**config.mk**
```make
export PLATFORM = sky130hd
export DESIGN_NAME = button_debounce_long_press_flat
export DESIGN_NICKNAME = d
export VERILOG_FILES = /design/src/hdl/bdlp_pkg.sv /design/src/hdl/bdlp_channels.sv /design/src/hdl/bdlp_step.sv /design/src/hdl/button_debounce_long_press.sv /design/src/flat_wrapper.sv
export SDC_FILE = /design/constraint.sdc
export NUM_CORES = 1
export LEC_CHECK = 0
export ABC_AREA = 0
export BUFFER_PORTS_ARGS = -buffer_cell sky130_fd_sc_hd__buf_2
export CELL_PAD_IN_SITES_DETAIL_PLACEMENT = 0
export CELL_PAD_IN_SITES_GLOBAL_PLACEMENT = 2
export CORE_ASPECT_RATIO = 1.25
export CORE_MARGIN = 5
export CORE_UTILIZATION = 36
export DETAILED_ROUTE_END_ITERATION = 10
export GPL_TIMING_DRIVEN = 0
export PLACE_DENSITY_LB_ADDON = 0.25
export SLEW_MARGIN = 20
export SYNTH_ARGS = -nofsm -noshare
export SYNTH_HDL_FRONTEND = slang
export SYNTH_SLANG_ARGS = --single-unit
```
**constraint.sdc**
```tcl
create_clock -name clk -period 7.05 [get_ports clk]
set_clock_uncertainty 0.15 [all_clocks]
set_input_delay 0.705 -clock clk [delete_from_list [all_inputs] [get_ports clk]]
set_output_delay 0.705 -clock clk [all_outputs]
set_load 0.05 [all_outputs]
```
**src/hdl/bdlp_pkg.sv**
```systemverilog
// Package for the button debounce and long-press block.
// Holds the shared constants, register indexes and the state and event structs.
// No dependencies.
package bdlp_pkg;

	localparam int unsigned COUNTER_BITS_DEF = 16;
	localparam int unsigned TOTAL_W = 16;
	localparam int unsigned TIME_W = 32;
	localparam int unsigned HIST_W = 8;

	// Configuration register indexes.
	localparam int unsigned CFG_IDX_W = 1;
	localparam int unsigned CFG_DATA_W = 32;
	localparam logic [CFG_IDX_W-1:0] CFG_ACTIVE_LEVEL = 1'b0;
	localparam logic [CFG_IDX_W-1:0] CFG_HOLD_TIME = 1'b1;

	localparam logic [TIME_W-1:0] HOLD_TIME_RST = 32'd1500;

	// History patterns.
	localparam logic [HIST_W-1:0] PATTERN_MASK = 8'b1100_0111;
	localparam logic [HIST_W-1:0] PRESS_PATTERN = 8'b0000_0111;
	localparam logic [HIST_W-1:0] RELEASE_PATTERN = 8'b1100_0000;
	localparam logic [HIST_W-1:0] ALL_ONES = 8'b1111_1111;
	localparam logic [HIST_W-1:0] ALL_ZEROS = 8'b0000_0000;

	typedef struct packed {
		logic [HIST_W-1:0] history;
		logic [TIME_W-1:0] press_stamp;
		logic              lockout;
		logic              short_flag;
		logic              long_flag;
	} dbn_state_t;

	typedef struct packed {
		logic pressed;
		logic released;
		logic long_press;
	} dbn_event_t;

endpackage

```
**src/hdl/bdlp_channels.sv**
```systemverilog
// Channel interfaces for the button debounce block: samples in, results out.
// Depends on bdlp_pkg for field widths.
interface bdlp_sample_if;
	logic                        valid;
	logic                        ready;
	logic                        raw_level;
	logic [bdlp_pkg::TIME_W-1:0] now_ms;
	logic                        clear_latches;

	modport source (output valid, raw_level, now_ms, clear_latches, input ready);
	modport sink (input valid, raw_level, now_ms, clear_latches, output ready);
endinterface

interface bdlp_result_if;
	logic                         valid;
	logic                         ready;
	logic                         pressed_event;
	logic                         released_event;
	logic                         long_press_event;
	logic                         short_latched;
	logic                         long_latched;
	logic                         locked_out;
	logic [bdlp_pkg::TOTAL_W-1:0] press_total;
	logic [bdlp_pkg::TOTAL_W-1:0] release_total;
	logic [bdlp_pkg::TOTAL_W-1:0] long_press_total;

	modport source (output valid, pressed_event, released_event, long_press_event,
		short_latched, long_latched, locked_out, press_total, release_total,
		long_press_total, input ready);
	modport sink (input valid, pressed_event, released_event, long_press_event,
		short_latched, long_latched, locked_out, press_total, release_total,
		long_press_total, output ready);
endinterface

```
**src/hdl/bdlp_step.sv**
```systemverilog
// Next-state logic for one button sample: shift, release, press and long-press checks.
// Depends on bdlp_pkg.
module bdlp_step (
	input  bdlp_pkg::dbn_state_t          cur,
	input  logic                          raw_level,
	input  logic [bdlp_pkg::TIME_W-1:0]   now_ms,
	input  logic                          clear_latches,
	input  logic                          active_level,
	input  logic [bdlp_pkg::TIME_W-1:0]   hold_time,
	output bdlp_pkg::dbn_state_t          nxt,
	output bdlp_pkg::dbn_event_t          evt
);
	import bdlp_pkg::*;

	logic [HIST_W-1:0] shifted;
	logic [HIST_W-1:0] after_rel;
	logic [HIST_W-1:0] after_prs;
	logic [TIME_W-1:0] stamp;
	logic [TIME_W-1:0] elapsed;
	logic              rel;
	logic              prs;
	logic              lng;

	assign shifted = {cur.history[HIST_W-2:0], raw_level == active_level};
	assign rel = !cur.lockout && ((shifted & PATTERN_MASK) == RELEASE_PATTERN);
	assign after_rel = rel ? ALL_ZEROS : shifted;
	assign prs = !cur.lockout && ((after_rel & PATTERN_MASK) == PRESS_PATTERN);
	assign after_prs = prs ? ALL_ONES : after_rel;
	assign stamp = prs ? now_ms : cur.press_stamp;
	// Wrapping subtraction gives the time held even across a timer rollover.
	assign elapsed = now_ms - stamp;
	assign lng = !cur.lockout && (after_prs == ALL_ONES) && (elapsed >= hold_time);

	always_comb begin
		nxt.history = after_prs;
		nxt.press_stamp = stamp;
		nxt.short_flag = (cur.short_flag && !clear_latches) || rel;
		nxt.long_flag = (cur.long_flag && !clear_latches) || lng;
		if (cur.lockout) begin
			nxt.lockout = (shifted != ALL_ZEROS);
		end else begin
			nxt.lockout = lng;
		end
		evt.pressed = prs;
		evt.released = rel;
		evt.long_press = lng;
	end

endmodule

```
**src/hdl/button_debounce_long_press.sv**
```systemverilog
// Top level of the button debounce block with long-press detection.
// Depends on bdlp_pkg, bdlp_channels (interfaces) and bdlp_step.
//
// Usage: each transfer on the sample channel carries one raw pin level, the
// current free-running millisecond time and a request to clear the short and
// long latches. Each sample yields exactly one transfer on the result channel,
// holding the events seen on that sample, the latched flags, the lockout state
// and the press, release and long-press totals after the sample.
//
// Flow: a sample is captured into an input register; when it moves on, the
// debounce logic updates the state and loads the result register, which then
// offers the result. Throughput is one sample per cycle while the receiver
// takes each result: the input register moves on whenever the result register
// is empty or being emptied. While a result waits, the input register still
// takes one more sample. When the receiver stalls, the result register holds
// and the input register fills; once both are full the sample ready drops
// until a result is taken.
//
// Reset clears the debounce history, press time stamp, latches, lockout and
// totals, empties both registers, sets the active level to low and the hold
// time to 1500 ms. Configuration writes are expected only while idle.
module button_debounce_long_press #(
	parameter int unsigned COUNTER_BITS = bdlp_pkg::COUNTER_BITS_DEF
) (
	input  logic                              clk,
	input  logic                              arst_n,
	input  logic                              cfg_we,
	input  logic [bdlp_pkg::CFG_IDX_W-1:0]    cfg_index,
	input  logic [bdlp_pkg::CFG_DATA_W-1:0]   cfg_data,
	bdlp_sample_if.sink                       sample,
	bdlp_result_if.source                     result
);
	import bdlp_pkg::*;

	// Configuration registers.
	logic              active_level_q;
	logic [TIME_W-1:0] hold_time_q;

	// Input register.
	logic              valid_s1;
	logic              raw_level_s1;
	logic [TIME_W-1:0] now_ms_s1;
	logic              clear_s1;

	// Debounce state and event counters.
	dbn_state_t              state_q;
	dbn_state_t              state_nxt;
	dbn_event_t              evt;
	logic [COUNTER_BITS-1:0] press_cnt_q;
	logic [COUNTER_BITS-1:0] release_cnt_q;
	logic [COUNTER_BITS-1:0] long_cnt_q;
	logic [COUNTER_BITS-1:0] press_cnt_nxt;
	logic [COUNTER_BITS-1:0] release_cnt_nxt;
	logic [COUNTER_BITS-1:0] long_cnt_nxt;

	// Result register.
	logic out_valid_q;
	logic advance;

	// The input register hands its sample on when the result register is free
	// or is being read in this cycle.
	assign advance = valid_s1 && (!out_valid_q || result.ready);
	assign sample.ready = !valid_s1 || advance;

	always_ff @(posedge clk or negedge arst_n) begin
		if (!arst_n) begin
			active_level_q <= 1'b0;
			hold_time_q <= HOLD_TIME_RST;
		end else if (cfg_we) begin
			unique case (cfg_index)
				CFG_ACTIVE_LEVEL: active_level_q <= cfg_data[0];
				CFG_HOLD_TIME: hold_time_q <= cfg_data[TIME_W-1:0];
				default: ;
			endcase
		end
	end

	always_ff @(posedge clk or negedge arst_n) begin
		if (!arst_n) begin
			valid_s1 <= 1'b0;
		end else if (sample.ready) begin
			valid_s1 <= sample.valid;
		end
	end

	always_ff @(posedge clk) begin
		if (sample.valid && sample.ready) begin
			raw_level_s1 <= sample.raw_level;
			now_ms_s1 <= sample.now_ms;
			clear_s1 <= sample.clear_latches;
		end
	end

	bdlp_step u_step (
		.cur           (state_q),
		.raw_level     (raw_level_s1),
		.now_ms        (now_ms_s1),
		.clear_latches (clear_s1),
		.active_level  (active_level_q),
		.hold_time     (hold_time_q),
		.nxt           (state_nxt),
		.evt           (evt)
	);

	// Counters wrap at their own width.
	assign press_cnt_nxt = press_cnt_q + COUNTER_BITS'(evt.pressed);
	assign release_cnt_nxt = release_cnt_q + COUNTER_BITS'(evt.released);
	assign long_cnt_nxt = long_cnt_q + COUNTER_BITS'(evt.long_press);

	always_ff @(posedge clk or negedge arst_n) begin
		if (!arst_n) begin
			state_q <= '0;
			press_cnt_q <= '0;
			release_cnt_q <= '0;
			long_cnt_q <= '0;
		end else if (advance) begin
			state_q <= state_nxt;
			press_cnt_q <= press_cnt_nxt;
			release_cnt_q <= release_cnt_nxt;
			long_cnt_q <= long_cnt_nxt;
		end
	end

	always_ff @(posedge clk or negedge arst_n) begin
		if (!arst_n) begin
			out_valid_q <= 1'b0;
		end else if (advance) begin
			out_valid_q <= 1'b1;
		end else if (result.ready) begin
			out_valid_q <= 1'b0;
		end
	end

	// Result payload; totals show the low bits of each counter, zero-extended
	// when the counters are narrower than the result field.
	always_ff @(posedge clk) begin
		if (advance) begin
			result.pressed_event <= evt.pressed;
			result.released_event <= evt.released;
			result.long_press_event <= evt.long_press;
			result.short_latched <= state_nxt.short_flag;
			result.long_latched <= state_nxt.long_flag;
			result.locked_out <= state_nxt.lockout;
			result.press_total <= TOTAL_W'(press_cnt_nxt);
			result.release_total <= TOTAL_W'(release_cnt_nxt);
			result.long_press_total <= TOTAL_W'(long_cnt_nxt);
		end
	end

	assign result.valid = out_valid_q;

endmodule
```
**src/flat_wrapper.sv**
```systemverilog
// flat-port wrapper written by rule: the top's interface ports become plain ports
module button_debounce_long_press_flat import bdlp_pkg::*;
#(
	parameter int unsigned COUNTER_BITS = bdlp_pkg::COUNTER_BITS_DEF
)
  (clk, arst_n, cfg_we, cfg_index, cfg_data, sample_valid, sample_raw_level, sample_now_ms, sample_clear_latches, sample_ready, result_valid, result_pressed_event, result_released_event, result_long_press_event, result_short_latched, result_long_latched, result_locked_out, result_press_total, result_release_total, result_long_press_total, result_ready);
  bdlp_sample_if sample_i ();
  bdlp_result_if result_i ();
  input  logic clk;
  input  logic arst_n;
  input  logic cfg_we;
  input  logic [bdlp_pkg::CFG_IDX_W-1:0] cfg_index;
  input  logic [bdlp_pkg::CFG_DATA_W-1:0] cfg_data;
  input wire logic [$bits(sample_i.valid)-1:0] sample_valid;
  input wire logic [$bits(sample_i.raw_level)-1:0] sample_raw_level;
  input wire logic [$bits(sample_i.now_ms)-1:0] sample_now_ms;
  input wire logic [$bits(sample_i.clear_latches)-1:0] sample_clear_latches;
  output wire logic [$bits(sample_i.ready)-1:0] sample_ready;
  output wire logic [$bits(result_i.valid)-1:0] result_valid;
  output wire logic [$bits(result_i.pressed_event)-1:0] result_pressed_event;
  output wire logic [$bits(result_i.released_event)-1:0] result_released_event;
  output wire logic [$bits(result_i.long_press_event)-1:0] result_long_press_event;
  output wire logic [$bits(result_i.short_latched)-1:0] result_short_latched;
  output wire logic [$bits(result_i.long_latched)-1:0] result_long_latched;
  output wire logic [$bits(result_i.locked_out)-1:0] result_locked_out;
  output wire logic [$bits(result_i.press_total)-1:0] result_press_total;
  output wire logic [$bits(result_i.release_total)-1:0] result_release_total;
  output wire logic [$bits(result_i.long_press_total)-1:0] result_long_press_total;
  input wire logic [$bits(result_i.ready)-1:0] result_ready;
  assign sample_i.valid = sample_valid;
  assign sample_i.raw_level = sample_raw_level;
  assign sample_i.now_ms = sample_now_ms;
  assign sample_i.clear_latches = sample_clear_latches;
  assign sample_ready = sample_i.ready;
  assign result_valid = result_i.valid;
  assign result_pressed_event = result_i.pressed_event;
  assign result_released_event = result_i.released_event;
  assign result_long_press_event = result_i.long_press_event;
  assign result_short_latched = result_i.short_latched;
  assign result_long_latched = result_i.long_latched;
  assign result_locked_out = result_i.locked_out;
  assign result_press_total = result_i.press_total;
  assign result_release_total = result_i.release_total;
  assign result_long_press_total = result_i.long_press_total;
  assign result_i.ready = result_ready;
  button_debounce_long_press #(.COUNTER_BITS(COUNTER_BITS)) u_core (.clk(clk), .arst_n(arst_n), .cfg_we(cfg_we), .cfg_index(cfg_index), .cfg_data(cfg_data), .sample(sample_i), .result(result_i));
endmodule
```
# [Yosys cells after proc, flatten, opt, wreduce, memory -nomap -nowiden]
# Index checks and enable logic that the tools add are counted.
[word_totals] reg_bits=213 out_inout_bits=56
[classes] eq_ne=4 n_reduce_logical=20 muxes=6 add_sub_neg=4 bitwise=1 n_lt_le_gt_ge=1
[ops] cell="$add 16x1->16" count=3
[ops] cell="$ge 32x32->1" count=1
[ops] cell="$mux 32" count=1
[ops] cell="$sub 32x32->32" count=1
[ops] cell="$mux 8" count=2
[ops] cell="$eq 8x8->1 const B" count=1
[ops] cell="$logic_and 1x1->1" count=8
[ops] cell="$reduce_bool 8->1" count=1
[ops] cell="$eq 5x3->1 const B" count=1
[ops] cell="$eq 5x5->1 const B" count=1
[ops] cell="$logic_not 1->1" count=4
[ops] cell="$logic_or 1x1->1" count=4
[ops] cell="$reduce_and 2->1" count=2
[ops] cell="$mux 1" count=3
[ops] cell="$reduce_bool 2->1" count=1
[ops] cell="$eq 1x1->1" count=1
[ops] cell="$not 1->1" count=1

# [Longest topological paths before layout]
# Gate-level depths: netlist of the first run.
[logic_depth] ltp_word=11 depth_mapped=35

# [By module]
# Synthesis of the first run repeated with hierarchy kept, for this count alone.
[hier_totals] cells_unflattened=1053 area_unflattened_um2=11426.0
[by_module_without_submodules] mod="button_debounce_long_press" area_each_um2=8433.1 cells_each=632 seq_area_each_um2=5804.3 instances=1
[by_module_without_submodules] mod="bdlp_step" area_each_um2=2992.9 cells_each=421 seq_area_each_um2=0.0 instances=1

# [Least setup slack after synthesis of the first run]
# No wires, ideal clock.
[synth_path] path_kind="register to register" from="register u_core.active_level_q" to="register u_core.result.long_press_total[15] in the netlist's numbering, data pin" t_arrival_ns=6.429 stages_incl_launch_ff=34 setup_ns=0.258 slack_ns=0.213 n_path_buf=1 required_time_ns=6.642 cell_sequence="dfrtp_1 -> xnor2_2 -> and2_4 -> nand2_4 -> clkinv_2 -> clkbuf_1 -> mux2i_1 -> fa_1 -> a21o_1 -> nand4_1 -> a21oi_1 -> o21ai_1 -> a21oi_1 -> o21a_1 -> and4b_1 -> or4_1 -> ha_1 -> a21o_1 -> a21o_1 -> a21o_1 -> a21o_1 -> a21oi_1 -> o21ai_0 -> nand2b_1 -> nand2_1 -> ha_1 -> and3_1 -> and3_1 -> and3_1 -> and3_1 -> and3_1 -> and3_1 -> nand3_1 -> xnor2_1"
[synth_via] elab_chain_cells=11 word_cells_on_any_way=14 classes_between="add/sub: 2; order compare: 1; eq/ne: 4; mux: 3; reduce/logical: 4"
[synth_lines] item="start, declared" line="button_debounce_long_press.sv:36" text="logic active_level_q;"
[synth_lines] item="start signal, assigned" line="button_debounce_long_press.sv:71" text="CFG_ACTIVE_LEVEL: active_level_q <= cfg_data[0];"
[synth_lines] item="$eq 1x1->1 *" line="bdlp_step.sv:24" text="assign shifted = {cur.history[HIST_W-2:0], raw_level == active_level};"
[synth_lines] item="$eq 5x5->1" line="bdlp_step.sv:25" text="assign rel = !cur.lockout && ((shifted & PATTERN_MASK) == RELEASE_PATTERN);"
[synth_lines] item="$logic_and 1x1->1" line="bdlp_step.sv:25"
[synth_lines] item="$mux 8 *" line="bdlp_step.sv:26" text="assign after_rel = rel ? ALL_ZEROS : shifted;"
[synth_lines] item="$eq 5x3->1" line="bdlp_step.sv:27" text="assign prs = !cur.lockout && ((after_rel & PATTERN_MASK) == PRESS_PATTERN);"
[synth_lines] item="$logic_and 1x1->1" line="bdlp_step.sv:27"
[synth_lines] item="$mux 32 / $mux 8 (equally long branches)" line="bdlp_step.sv:29, bdlp_step.sv:28"
[synth_lines] item="$sub 32x32->32 / $eq 8x8->1 (equally long branches)" line="bdlp_step.sv:31, bdlp_step.sv:32"
[synth_lines] item="$ge 32x32->1 / $logic_and 1x1->1 (equally long branches)" line="bdlp_step.sv:32" text="assign lng = !cur.lockout && (after_prs == ALL_ONES) && (elapsed >= hold_time);"
[synth_lines] item="$logic_and 1x1->1 *" line="bdlp_step.sv:32"
[synth_lines] item="named net u_core.u_step.lng" line="bdlp_step.sv:22" text="logic lng;"
[synth_lines] item="$add 16x1->16 *" line="button_debounce_long_press.sv:108" text="assign long_cnt_nxt = long_cnt_q + COUNTER_BITS'(evt.long_press);"
[synth_lines] item="named net u_core.long_cnt_nxt[15]" line="button_debounce_long_press.sv:54" text="logic [COUNTER_BITS-1:0] long_cnt_nxt;"
[synth_lines] item="end signal, assigned" line="button_debounce_long_press.sv:146" text="result.long_press_total <= TOTAL_W'(long_cnt_nxt);"
[synth_lines] item="end, declared" line="bdlp_channels.sv:29" text="long_press_total, input ready);"
# The timed path passes the listed nets; every way through them passes the cells marked *.
# A chain may end at the register's enable or synchronous reset.

# [Worst setup path in the final report of the first run]
[layout_path] from="register u_core.state_q[35] in the netlist's numbering" to="register u_core.result.long_press_total[15] in the netlist's numbering, data pin"
[layout_via] elab_chain_cells=10 word_cells_on_any_way=13 classes_between="add/sub: 2; order compare: 1; eq/ne: 3; mux: 3; reduce/logical: 4"
[layout_lines] item="start, declared" line="button_debounce_long_press.sv:46" text="dbn_state_t state_q;"
[layout_lines] item="start signal, assigned" line="button_debounce_long_press.sv:117" text="state_q <= state_nxt;"
[layout_lines] item="$eq 5x5->1" line="bdlp_step.sv:25"
[layout_lines] item="$logic_and 1x1->1" line="bdlp_step.sv:25"
[layout_lines] item="$mux 8 *" line="bdlp_step.sv:26"
[layout_lines] item="$eq 5x3->1" line="bdlp_step.sv:27"
[layout_lines] item="$logic_and 1x1->1" line="bdlp_step.sv:27"
[layout_lines] item="$mux 32 / $mux 8 (equally long branches)" line="bdlp_step.sv:29, bdlp_step.sv:28"
[layout_lines] item="$sub 32x32->32 / $eq 8x8->1 (equally long branches)" line="bdlp_step.sv:31, bdlp_step.sv:32"
[layout_lines] item="$ge 32x32->1 / $logic_and 1x1->1 (equally long branches)" line="bdlp_step.sv:32"
[layout_lines] item="$logic_and 1x1->1 *" line="bdlp_step.sv:32"
[layout_lines] item="named net u_core.u_step.lng" line="bdlp_step.sv:22"
[layout_lines] item="$add 16x1->16 *" line="button_debounce_long_press.sv:108"
[layout_lines] item="named net u_core.long_cnt_nxt[15]" line="button_debounce_long_press.sv:54"
# Marked as above.

==> flow_summary.json, run 1 <==
{
  "utilization_pct": 45.3,
  "dp.cells": 1480,
  "ys_ff_latch": 213,
  "path_max_fanout": 8,
  "antenna_found_initial": 0,
  "clk_pin_slew_ps": 60,
  "synthArstFlopShare_pct": 58.7,
  "netlist_area_mm2": 0.0110,
  "hold_viol_final": 0,
  "critical-path-slowest-cell": "or4_4",
  "reg2reg_from": "u_core.state_q[35]",
  "worstRegToRegCells": 33,
  "cts_buffers": 23,
  "post_drt_via_cell_ratio": 4.74,
  "vias": 7408,
  "drive_gt1_share_pct": 29.5,
  "critical_path.most_common_cell": "a21o_1",
  "power.total_mw": 4.85,
  "critPathArrivalTime_ps": 6840,
  "boundaryPins": 128,
  "gp_congestion": 0.763,
  "startpoint_type": "flip-flop",
  "max-vdd-ir-drop_mv": 0.223,
  "dieArea_mm2": 0.0341,
  "grt_max_degree": 75,
  "grt_pass1_vias": 7643,
  "initialDrtViolationCount": 373,
  "cp.required_ps": 7150,
  "drc": 0,
  "totalWireLength_um": 24000,
  "avgSynthCellArea_um2": 11.6,
  "maxSlewViolCount": 0,
  "grt_usage_pct": 14.1,
  "fin_nets": 1289,
  "cts_tree": "done",
  "rows": 71,
  "synth-main-ff-cell": "dfrtp_1",
  "max_stage_delay_ps": 520,
  "power_leakage_nw": 6.23,
  "htreeDepth": 1,
  "synth-seq-area-share_pct": 52.6,
  "drt.antenna.violating_nets": 0,
  "cts_root_buf": "clkbuf_16",
  "coreArea_mm2": 0.0301,
  "finalSetupViolCount": 0,
  "synth_edf_count": 88,
  "grt_overflow": 0,
  "yosys.cell_types.count": 56,
  "clk_path_buf_depth": 3,
  "timing.rr.end": "u_core.result.long_press_total[15]",
  "syn_nets": 1091,
  "syn-instance-count": 949,
  "die_y_um": 205,
  "numPortBuffers": 127,
  "yosys_warnings": 0,
  "drtPass1Iterations": 6,
  "outcome": "completed",
  "reg2reg_slack_ps": 310,
  "cts.sinks": 213,
  "syn2layout_area_growth_pct": 24.1,
  "min_period_over_period_pct": 95.6,
  "hold_buffers": 0,
  "clock_latency_ps": 510,
  "timing.hold.ws_ps": 17.1,
  "grt_first_pass_wirelength_um": 39400,
  "die_w_um": 166,
  "max_slew_margin_pct": 48.9,
  "n_antenna_cell": 0,
  "dpl.hpwl_um": 17500,
  "fin_setup_tns_ps": 0,
  "fmax_ghz": 0.148,
  "tightest_slew_ps": 767,
  "final_cells": 1564,
  "cp-end-kind": "flip-flop",
  "start_util_pct": 36.5,
  "path_class": "flip-flop to flip-flop",
  "cap_violations": 0,
  "hp-class": "input pin to async pin",
  "wl_per_cell_um": 15.4,
  "p_per_area_mw_per_mm2": 356,
  "fin_crit_ps": 6740
}
-- sequential cells by signal (all words and copies together) (netlist names) --
register and count:
u_core.release_cnt_q 16, u_core.result.long_latched 1, u_core.result.release_total 16, u_core.long_cnt_q 16
u_core.result.pressed_event 1, u_core.press_cnt_q 16, u_core.raw_level_s1 1, u_core.valid_s1 1
u_core.state_q 42, u_core.result.long_press_total 16, u_core.result.short_latched 1, u_core.result.released_event 1
u_core.active_level_q 1, u_core.result.locked_out 1, u_core.result.press_total 16, u_core.now_ms_s1 32
u_core.clear_s1 1, u_core.result.valid 1, u_core.result.long_press_event 1, u_core.hold_time_q 32
-- per-stage QoR --
| stage | cell area (um2) | setup WS, ps |
|---|---|---|
| after floorplan | 11000 | 213 |
| after global placement | 12100 | -1490 |
| after detailed placement | 12200 | -1460 |
| after CTS | 13300 | 7.19 |
| after global routing | 13600 | -50.9 |
| final | 13600 | 313 |
-- kinds of logic (layout without fill, tap and decap cells) --
logic type      count (synthesis)  count (layout)  share of synthesized area, %
buf+inv                        73             287                          2.51
simple gates                  252             252                          10.9
fa+ha+maj                      70              70                          8.04
mux                            94              94                          9.31
compound gates                135             135                          7.68
xor+xnor                      112             112                          9.00
flops                         213             213                          52.6
-- per-layer routing --
| metal | vias to the layer above | track usage (%) | routed length [um] |
|---|---|---|---|
| met2 | 117 | 25.1 | 12200 |
| met5 | - | 0 | 0 |
| met4 | 0 | 3.27 | 316 |
| li1 | 3743 | - | - |
| met3 | 21 | 2.44 | 1040 |
| met1 | 3527 | 18.0 | 10500 |
-- critical path: cells and delay by family, from the launching register on --
| kind | cells | cell delay [ps] |
|---|---|---|
| adder cells (fa/ha/maj) | 3 | 800 |
| buffers and inverters | 2 | 240 |
| flip-flops | 1 | 420 |
| AO/OA/AOI/OAI | 11 | 1720 |
| AND/OR/NAND/NOR | 15 | 2860 |
| XOR/XNOR | 1 | 70 |
| multiplexers | 1 | 200 |
-- worst max-delay path by stage --
stage | startpoint | to | slack, ps | depth (start not counted)
after floorplan | u_core.active_level_q | u_core.result.long_press_total[15] | 210 | 33
after global placement | u_core.active_level_q | u_core.result.long_press_total[15] | -1490 | 33
after detailed placement | u_core.active_level_q | u_core.result.long_press_total[15] | -1460 | 33
after CTS | u_core.raw_level_s1 | u_core.result.long_press_total[15] | 7 | 32
after global routing | u_core.active_level_q | u_core.result.long_press_total[15] | -50 | 30
final | u_core.state_q[35] | u_core.result.long_press_total[15] | 310 | 33
-- power by group --
part	total [mW]	switching [mW]	leakage, nW	internal [mW]
clock	1.17	0.477	0.353	0.693
sequential	1.60	0.110	2.49	1.49
combinational	2.08	1.14	3.39	0.939
-- Yosys cell counts, drive strengths merged (2+ instances only) --
cell type,number,area [um2]
dfstp,7,184
xor2,53,464
a211oi,4,30.0
mux2i,29,290
edfxtp,88,2640
a31oi,6,37.5
o21bai,4,30.0
nor2b,7,43.8
nand2b,11,68.8
o31ai,3,22.5
a2111oi,2,17.5
o211ai,3,22.5
and2,5,33.8
nor2,42,160
a21oi,44,220
ha,69,863
a311oi,3,26.3
dfrtp,118,2950
nand3,29,145
o22ai,2,12.5
buf,3,11.3
nor3,8,40.0
a21o,23,173
inv,48,180
nand4,11,68.8
a211o,3,26.3
or3,3,18.8
clkbuf,21,78.8
nand2,104,398
or4,2,15.0
o21ai,28,140
xnor2,59,524
nand3b,2,15.0
o21a,3,22.5
and3,22,138
mux2,65,732
-- area by class of cell --
cell class	count	area, um2
fillers	2861	16500
clock inverters	10	97.6
well taps	401	502
flip-flops and latches	213	5780
multi-input cells	663	5250
clock buffers	31	626
repair buffers	174	1050
plain buffers	23	136
inverters	49	196
-- layout by cell type (no fill, tap or decap), types with 4 or more instances in the layout --
master	count
o21ai_0	21
and3_1	16
clkbuf_1	22
o21bai_1	4
inv_1	48
a31oi_1	5
nand2b_1	11
nand3_1	25
dfrtp_1	118
buf_4	43
nand4_1	11
a21oi_2	7
nor2_1	39
nand2_1	102
nor2b_1	7
o21ai_2	4
clkinv_1	5
dfstp_2	7
ha_1	63
a21oi_1	36
and3_4	4
clkbuf_16	25
edfxtp_1	88
a21o_1	22
nand3_2	4
mux2_2	65
xnor2_1	57
nor3_1	7
mux2i_1	24
xor2_1	53
buf_2	126
-- timing repair --
item	4_1_cts	5_1_grt
setup endpoints to repair	32	14
buffers inserted	23	21
endpoints found under the hold margin	0	0
resized for setup	40	45
pin swaps	7	27
gates cloned	0	1
(Power assumes the default switching activity.)
==> inputs of run 2 (changes only) <==
--- a/config.mk
+++ b/config.mk
@@ -11,11 +11,12 @@
 export CELL_PAD_IN_SITES_GLOBAL_PLACEMENT = 2
 export CORE_ASPECT_RATIO = 1.25
 export CORE_MARGIN = 5
-export CORE_UTILIZATION = 36
+export CORE_UTILIZATION = 35
 export DETAILED_ROUTE_END_ITERATION = 10
 export GPL_TIMING_DRIVEN = 0
 export PLACE_DENSITY_LB_ADDON = 0.25
 export SLEW_MARGIN = 20
 export SYNTH_ARGS = -nofsm -noshare
 export SYNTH_HDL_FRONTEND = slang
+export SYNTH_HIERARCHICAL = 1
 export SYNTH_SLANG_ARGS = --single-unit
==> flow_summary.json, run 2 <==
{
  "internal_power_mw": 3.21,
  "numPortBuffers": 127,
  "dpl.hpwl_um": 19100,
  "grt_usage_pct": 14.4,
  "grt_pass1_vias": 8035,
  "min_period_over_period_pct": 96.7,
  "totalWireLength_um": 25800,
  "vias": 7880,
  "yosys_warnings": 6,
  "grt_max_degree": 72,
  "avgSynthCellArea_um2": 10.9,
  "finalSetupViolCount": 0,
  "startpoint_type": "flip-flop",
  "syn_nets": 1191,
  "dieArea_mm2": 0.0363,
  "drtPass1Iterations": 4,
  "power_frac_clock_pct": 26.2,
  "critPathArrivalTime_ps": 6940,
  "top_regs": "u_core/state_q: 42 flops, u_core/hold_time_q: 32 flops, u_core/now_ms_s1: 32 flops",
  "htreeDepth": 1,
  "drt.antenna.violating_nets": 0,
  "maxSlewViolCount": 0,
  "n_antenna_cell": 0,
  "wl_per_cell_um": 15.5,
  "clk_path_buf_depth": 3,
  "largest_register_ffs": 42,
  "netlist_area_mm2": 0.0114,
  "clock_latency_ps": 520,
  "timing.hold.ws_ps": 13.3,
  "fin_setup_tns_ps": 0,
  "utilization_pct": 43.7,
  "syn-instance-count": 1048,
  "power_leakage_nw": 6.57,
  "coreArea_mm2": 0.0320,
  "fin_crit_ps": 6810,
  "top_layer_used": "met4",
  "max_slew_margin_pct": 34.0,
  "cts_buffers": 24,
  "tightest_slew_ps": 966,
  "finalInstanceArea_mm2": 0.0140,
  "fin_nets": 1373,
  "final_cell_mix": "199 x nand2_1, 137 x buf_2, 118 x dfrtp_1",
  "switching_share_pct": 35.3,
  "top_register": "u_core/state_q",
  "initialDrtViolationCount": 372,
  "cap_violations": 0,
  "rsz0062_at_grt": "true",
  "power.total_mw": 4.96,
  "hp-class": "input pin to async pin",
  "wl_met2_um": 12800,
  "cts_tree": "done",
  "syn2layout_area_growth_pct": 22.8,
  "drc": 0,
  "drive_gt1_share_pct": 25.9,
  "max-vdd-ir-drop_mv": 0.172,
  "path_class": "flip-flop to flip-flop",
  "pwr-share-comb_pct": 41.7,
  "mostFrequentLayoutCell": "nand2_1",
  "power_switching_mw": 1.75,
  "die_w_um": 171,
  "max_stage_delay_ps": 510,
  "hold_viol_final": 0,
  "cts.sinks": 213,
  "grt_overflow": 0,
  "worstRegToRegCells": 32,
  "outcome": "completed",
  "antenna_found_initial": 0,
  "cp.required_ps": 7180,
  "fmax_ghz": 0.147,
  "drt-met1-wl_um": 11400,
  "rows": 73,
  "wl_met3_um": 1150,
  "power_frac_seq_pct": 32.1,
  "boundaryPins": 128,
  "start_util_pct": 35.6,
  "gp_congestion": 0.819,
  "dpl_cell_area_mm2": 0.0126,
  "p_per_area_mw_per_mm2": 355,
  "die_y_um": 212,
  "cp-end-kind": "flip-flop",
  "clk_pin_slew_ps": 60,
  "grt_first_pass_wirelength_um": 42200,
  "post_drt_via_cell_ratio": 4.75,
  "critical-path-slowest-cell": "or4_4",
  "cts_root_buf": "clkbuf_16",
  "path_max_fanout": 6
}
## run 2: changes by cell type in the layout (fill, tap and decap cells not counted), sizes merged, moves of 5 or more
cell,delta
and3,-8
xnor2,+15
nor3,+5
inv,+30
nand4,+11
xor2,-11
nand3,-7
and4,+9
nor2,-6
a21oi,-10
mux2,-27
nand2,+97
a31oi,-5
clkinv,-5
## run 2: through the flow
stage	setup WS, ps	std cells
after floorplan	102	1048
after global placement	-1690	1587
after detailed placement	-1610	1590
after CTS	27.5	1645
after global routing	-96.9	1659
final	235	1659
## run 2: cell type report
| class | count | area [um2] |
|---|---|---|
| sequential | 213 | 5780 |
| fill | 3083 | 18000 |
| buffer | 33 | 206 |
| tap | 412 | 515 |
| inverter | 78 | 293 |
| multi-input combinational | 724 | 5450 |
| timing repair buffer | 156 | 912 |
| clock inverter | 10 | 160 |
| clock buffer | 33 | 666 |
## run 2: worst paths after layout
path	start	to	slack, ps
max in group asynchronous	arst_n	u_core/state_q[22]	6020
worst min register to register	u_core/state_q[21]	u_core/state_q[21]	320
min in group clk	sample_now_ms[21]	u_core/now_ms_s1[21]	210
worst max register to register	u_core/active_level_q	u_core/result.long_press_total[10]	240
worst max-delay path	u_core/active_level_q	u_core/result.long_press_total[10]	240
worst min-delay path	arst_n	u_core/press_cnt_q[8]	10
## run 2: timing repair
| action | in CTS | in global routing |
|---|---|---|
| hold buffers | 0 | 0 |
| pin swaps | 15 | 24 |
| buffers inserted | 12 | 14 |
| endpoints found under the setup margin | 37 | 19 |
| resized for setup | 31 | 43 |
## run 2: power groups by stage
stage	clock network (mW)	logic [mW]	registers, mW
5_1_grt	1.41	2.36	1.62
2_1_floorplan	0	1.36	1.66
3_5_place_dp	0	1.89	1.61
4_1_cts	1.35	1.99	1.59
3_3_place_gp	0	1.88	1.61
6_report	1.30	2.07	1.59
## run 2: metal layers
metal  vias to the layer above  global-route usage, %
li1                       3971                      -
met1                      3728                   19.1
met2                       146                   24.9
met3                        35                   2.07
met4                         0                   3.50
met5                         -                      0
## run 2: critical path, delay by kind of cell (launching register included)
family / cells / cell delay, ps
multiplexers: 1 / 320
AND/OR/NAND/NOR: 8 / 1610
buffers and inverters: 7 / 900
flip-flops: 1 / 410
XOR/XNOR: 3 / 370
adder cells (fa/ha/maj): 5 / 910
AO/OA/AOI/OAI: 8 / 1870
==> inputs of run 3 (changes only) <==
--- a/config.mk
+++ b/config.mk
@@ -6,7 +6,7 @@
 export NUM_CORES = 1
 export LEC_CHECK = 0
 export ABC_AREA = 0
-export BUFFER_PORTS_ARGS = -buffer_cell sky130_fd_sc_hd__buf_2
+export BUFFER_PORTS_ARGS = -buffer_cell sky130_fd_sc_hd__buf_4
 export CELL_PAD_IN_SITES_DETAIL_PLACEMENT = 0
 export CELL_PAD_IN_SITES_GLOBAL_PLACEMENT = 2
 export CORE_ASPECT_RATIO = 1.25
==> flow_summary.json, run 3 (synthesis results as in run 2) <==
{
  "rsz0062_at_grt": "true",
  "htreeDepth": 1,
  "start_util_pct": 35.6,
  "outcome": "completed",
  "gp_congestion": 0.807,
  "antenna_found_initial": 0,
  "fin_setup_tns_ps": 0,
  "cts_tree": "done",
  "fmax_ghz": 0.145,
  "final_cell_mix": "198 x nand2_1, 156 x buf_4, 118 x dfrtp_1",
  "drt.antenna.violating_nets": 0,
  "top_register": "u_core/state_q",
  "cp-end-kind": "flip-flop",
  "fin_crit_ps": 6900,
  "largest_register_ffs": 42,
  "cts_root_buf": "clkbuf_16",
  "grt_pass1_vias": 8161,
  "boundaryPins": 128,
  "min_period_over_period_pct": 97.9,
  "tightest_slew_ps": 1120,
  "switching_share_pct": 35.4,
  "top_regs": "u_core/state_q: 42 flops, u_core/hold_time_q: 32 flops, u_core/now_ms_s1: 32 flops",
  "drc": 0,
  "clock_latency_ps": 520,
  "die_w_um": 171,
  "grt_first_pass_wirelength_um": 42700,
  "setup_ws_ps": 145,
  "path_class": "flip-flop to flip-flop",
  "drive_gt1_share_pct": 27.9,
  "wl_per_cell_um": 15.8,
  "drtPass1Iterations": 4,
  "dpl.hpwl_um": 19300,
  "reg2reg_from": "u_core/active_level_q",
  "hp-class": "input pin to async pin",
  "maxSlewViolCount": 0,
  "grt_usage_pct": 14.5,
  "n_antenna_cell": 0,
  "internal_power_mw": 3.29,
  "totalWireLength_um": 26300,
  "p_per_area_mw_per_mm2": 351,
  "critical-path-slowest-cell": "o41a_1",
  "rows": 73,
  "utilization_pct": 45.3,
  "critPathArrivalTime_ps": 7020,
  "finalSetupViolCount": 0,
  "grt_max_degree": 80,
  "reg2reg_slack_ps": 150,
  "power_leakage_nw": 6.75,
  "hold_viol_final": 0,
  "post_drt_via_cell_ratio": 4.71,
  "numPortBuffers": 127,
  "cp.required_ps": 7170,
  "die_y_um": 212,
  "mostFrequentLayoutCell": "nand2_1",
  "vias": 7835,
  "clk_path_buf_depth": 3,
  "power_switching_mw": 1.80,
  "path_max_fanout": 6,
  "cts_buffers": 24,
  "max_slew_margin_pct": 23.2,
  "startpoint_type": "flip-flop",
  "timing.rr.end": "u_core/result.long_press_total[8]",
  "pre_cts_ws_ps": -1650,
  "syn2layout_area_growth_pct": 27.3,
  "fin_nets": 1379,
  "max_stage_delay_ps": 470,
  "dieArea_mm2": 0.0363,
  "worstRegToRegCells": 34,
  "grt_overflow": 0,
  "power_frac_seq_pct": 31.4,
  "clk_pin_slew_ps": 60,
  "coreArea_mm2": 0.0320,
  "max-vdd-ir-drop_mv": 0.227,
  "initialDrtViolationCount": 338,
  "power_frac_clock_pct": 26.4,
  "cts.sinks": 213,
  "pwr-share-comb_pct": 42.1,
  "cap_violations": 0
}
run 3: changes by cell type in the layout (fill, tap and decap cells not counted), moves of 3 or more:
cell | previous run | this run
buf_4 | 28 | 156
mux2i_4 | 5 | 8
nor2_1 | 35 | 31
clkbuf_1 | 19 | 14
buf_2 | 137 | 11
clkinv_2 | 0 | 4
nor2_2 | 0 | 4
run 3: final cells by class:
class                   count  area [um2]
clock inverters            15         208
repair buffers            162        1280
clock buffers              28         647
multi-input cells         724        5550
fillers                  3081       17500
plain buffers              33         221
well taps                 412         515
flip-flops and latches    213        5780
inverters                  78         293
run 3: repair_timing:
| action | in CTS | in global routing |
|---|---|---|
| hold buffers | 0 | 0 |
| resized for setup | 42 | 50 |
| pin swaps | 19 | 39 |
| buffers inserted | 14 | 16 |
| endpoints found under the setup margin | 37 | 24 |
| cloned | 1 | 1 |
| endpoints found under the hold margin | 0 | 0 |
run 3: worst max-delay path, delay by kind of cell, from the launching register on:
kind / cells / cell delay, ps
adders and majority gates: 5 / 940
and+or+nand+nor: 5 / 940
DFF: 1 / 410
buffers and inverters: 7 / 840
AOI/OAI and AO/OA: 13 / 2380
xor gates and xnor gates: 3 / 640
muxes: 1 / 320
run 3: worst max path at each step:
stage	from	to	slack, ps
floorplan	u_core/state_q[2]	u_core/result.long_press_total[10]	100
detailed placement	u_core/active_level_q	u_core/result.long_press_total[12]	-1650
global route	u_core/active_level_q	u_core/result.long_press_total[10]	-220
finish	u_core/active_level_q	u_core/result.long_press_total[8]	150
CTS	u_core/raw_level_s1	u_core/result.long_press_total[12]	10
global placement	u_core/active_level_q	u_core/result.long_press_total[10]	-1670
run 3: power by group through the flow:
stage | combinational, mW | sequential, mW | clock [mW]
after floorplan | 1.36 | 1.66 | 0
after global placement | 1.90 | 1.61 | 0
after detailed placement | 1.92 | 1.61 | 0
after CTS | 2.05 | 1.59 | 1.40
after global routing | 2.42 | 1.62 | 1.44
final | 2.15 | 1.60 | 1.35
run 3: metal layers:
| layer | vias up | global-route usage (%) | wire length (um) |
|---|---|---|---|
| li1 | 3981 | - | - |
| met4 | 0 | 3.83 | 493 |
| met1 | 3692 | 18.7 | 11600 |
| met3 | 32 | 1.94 | 1030 |
| met5 | - | 0 | 0 |
| met2 | 130 | 25.7 | 13200 |
run 3: metrics by stage:
stage               instances  instance area [um2]  power [mW]  hold WS (ps)
floorplan                1048                11400        3.02           259
global route             1665                14500        5.48          75.9
detailed placement       1590                12900        3.53           312
CTS                      1648                14100        5.04          48.2
global placement         1587                12900        3.51           305
finish                   1665                14500        5.09          39.5
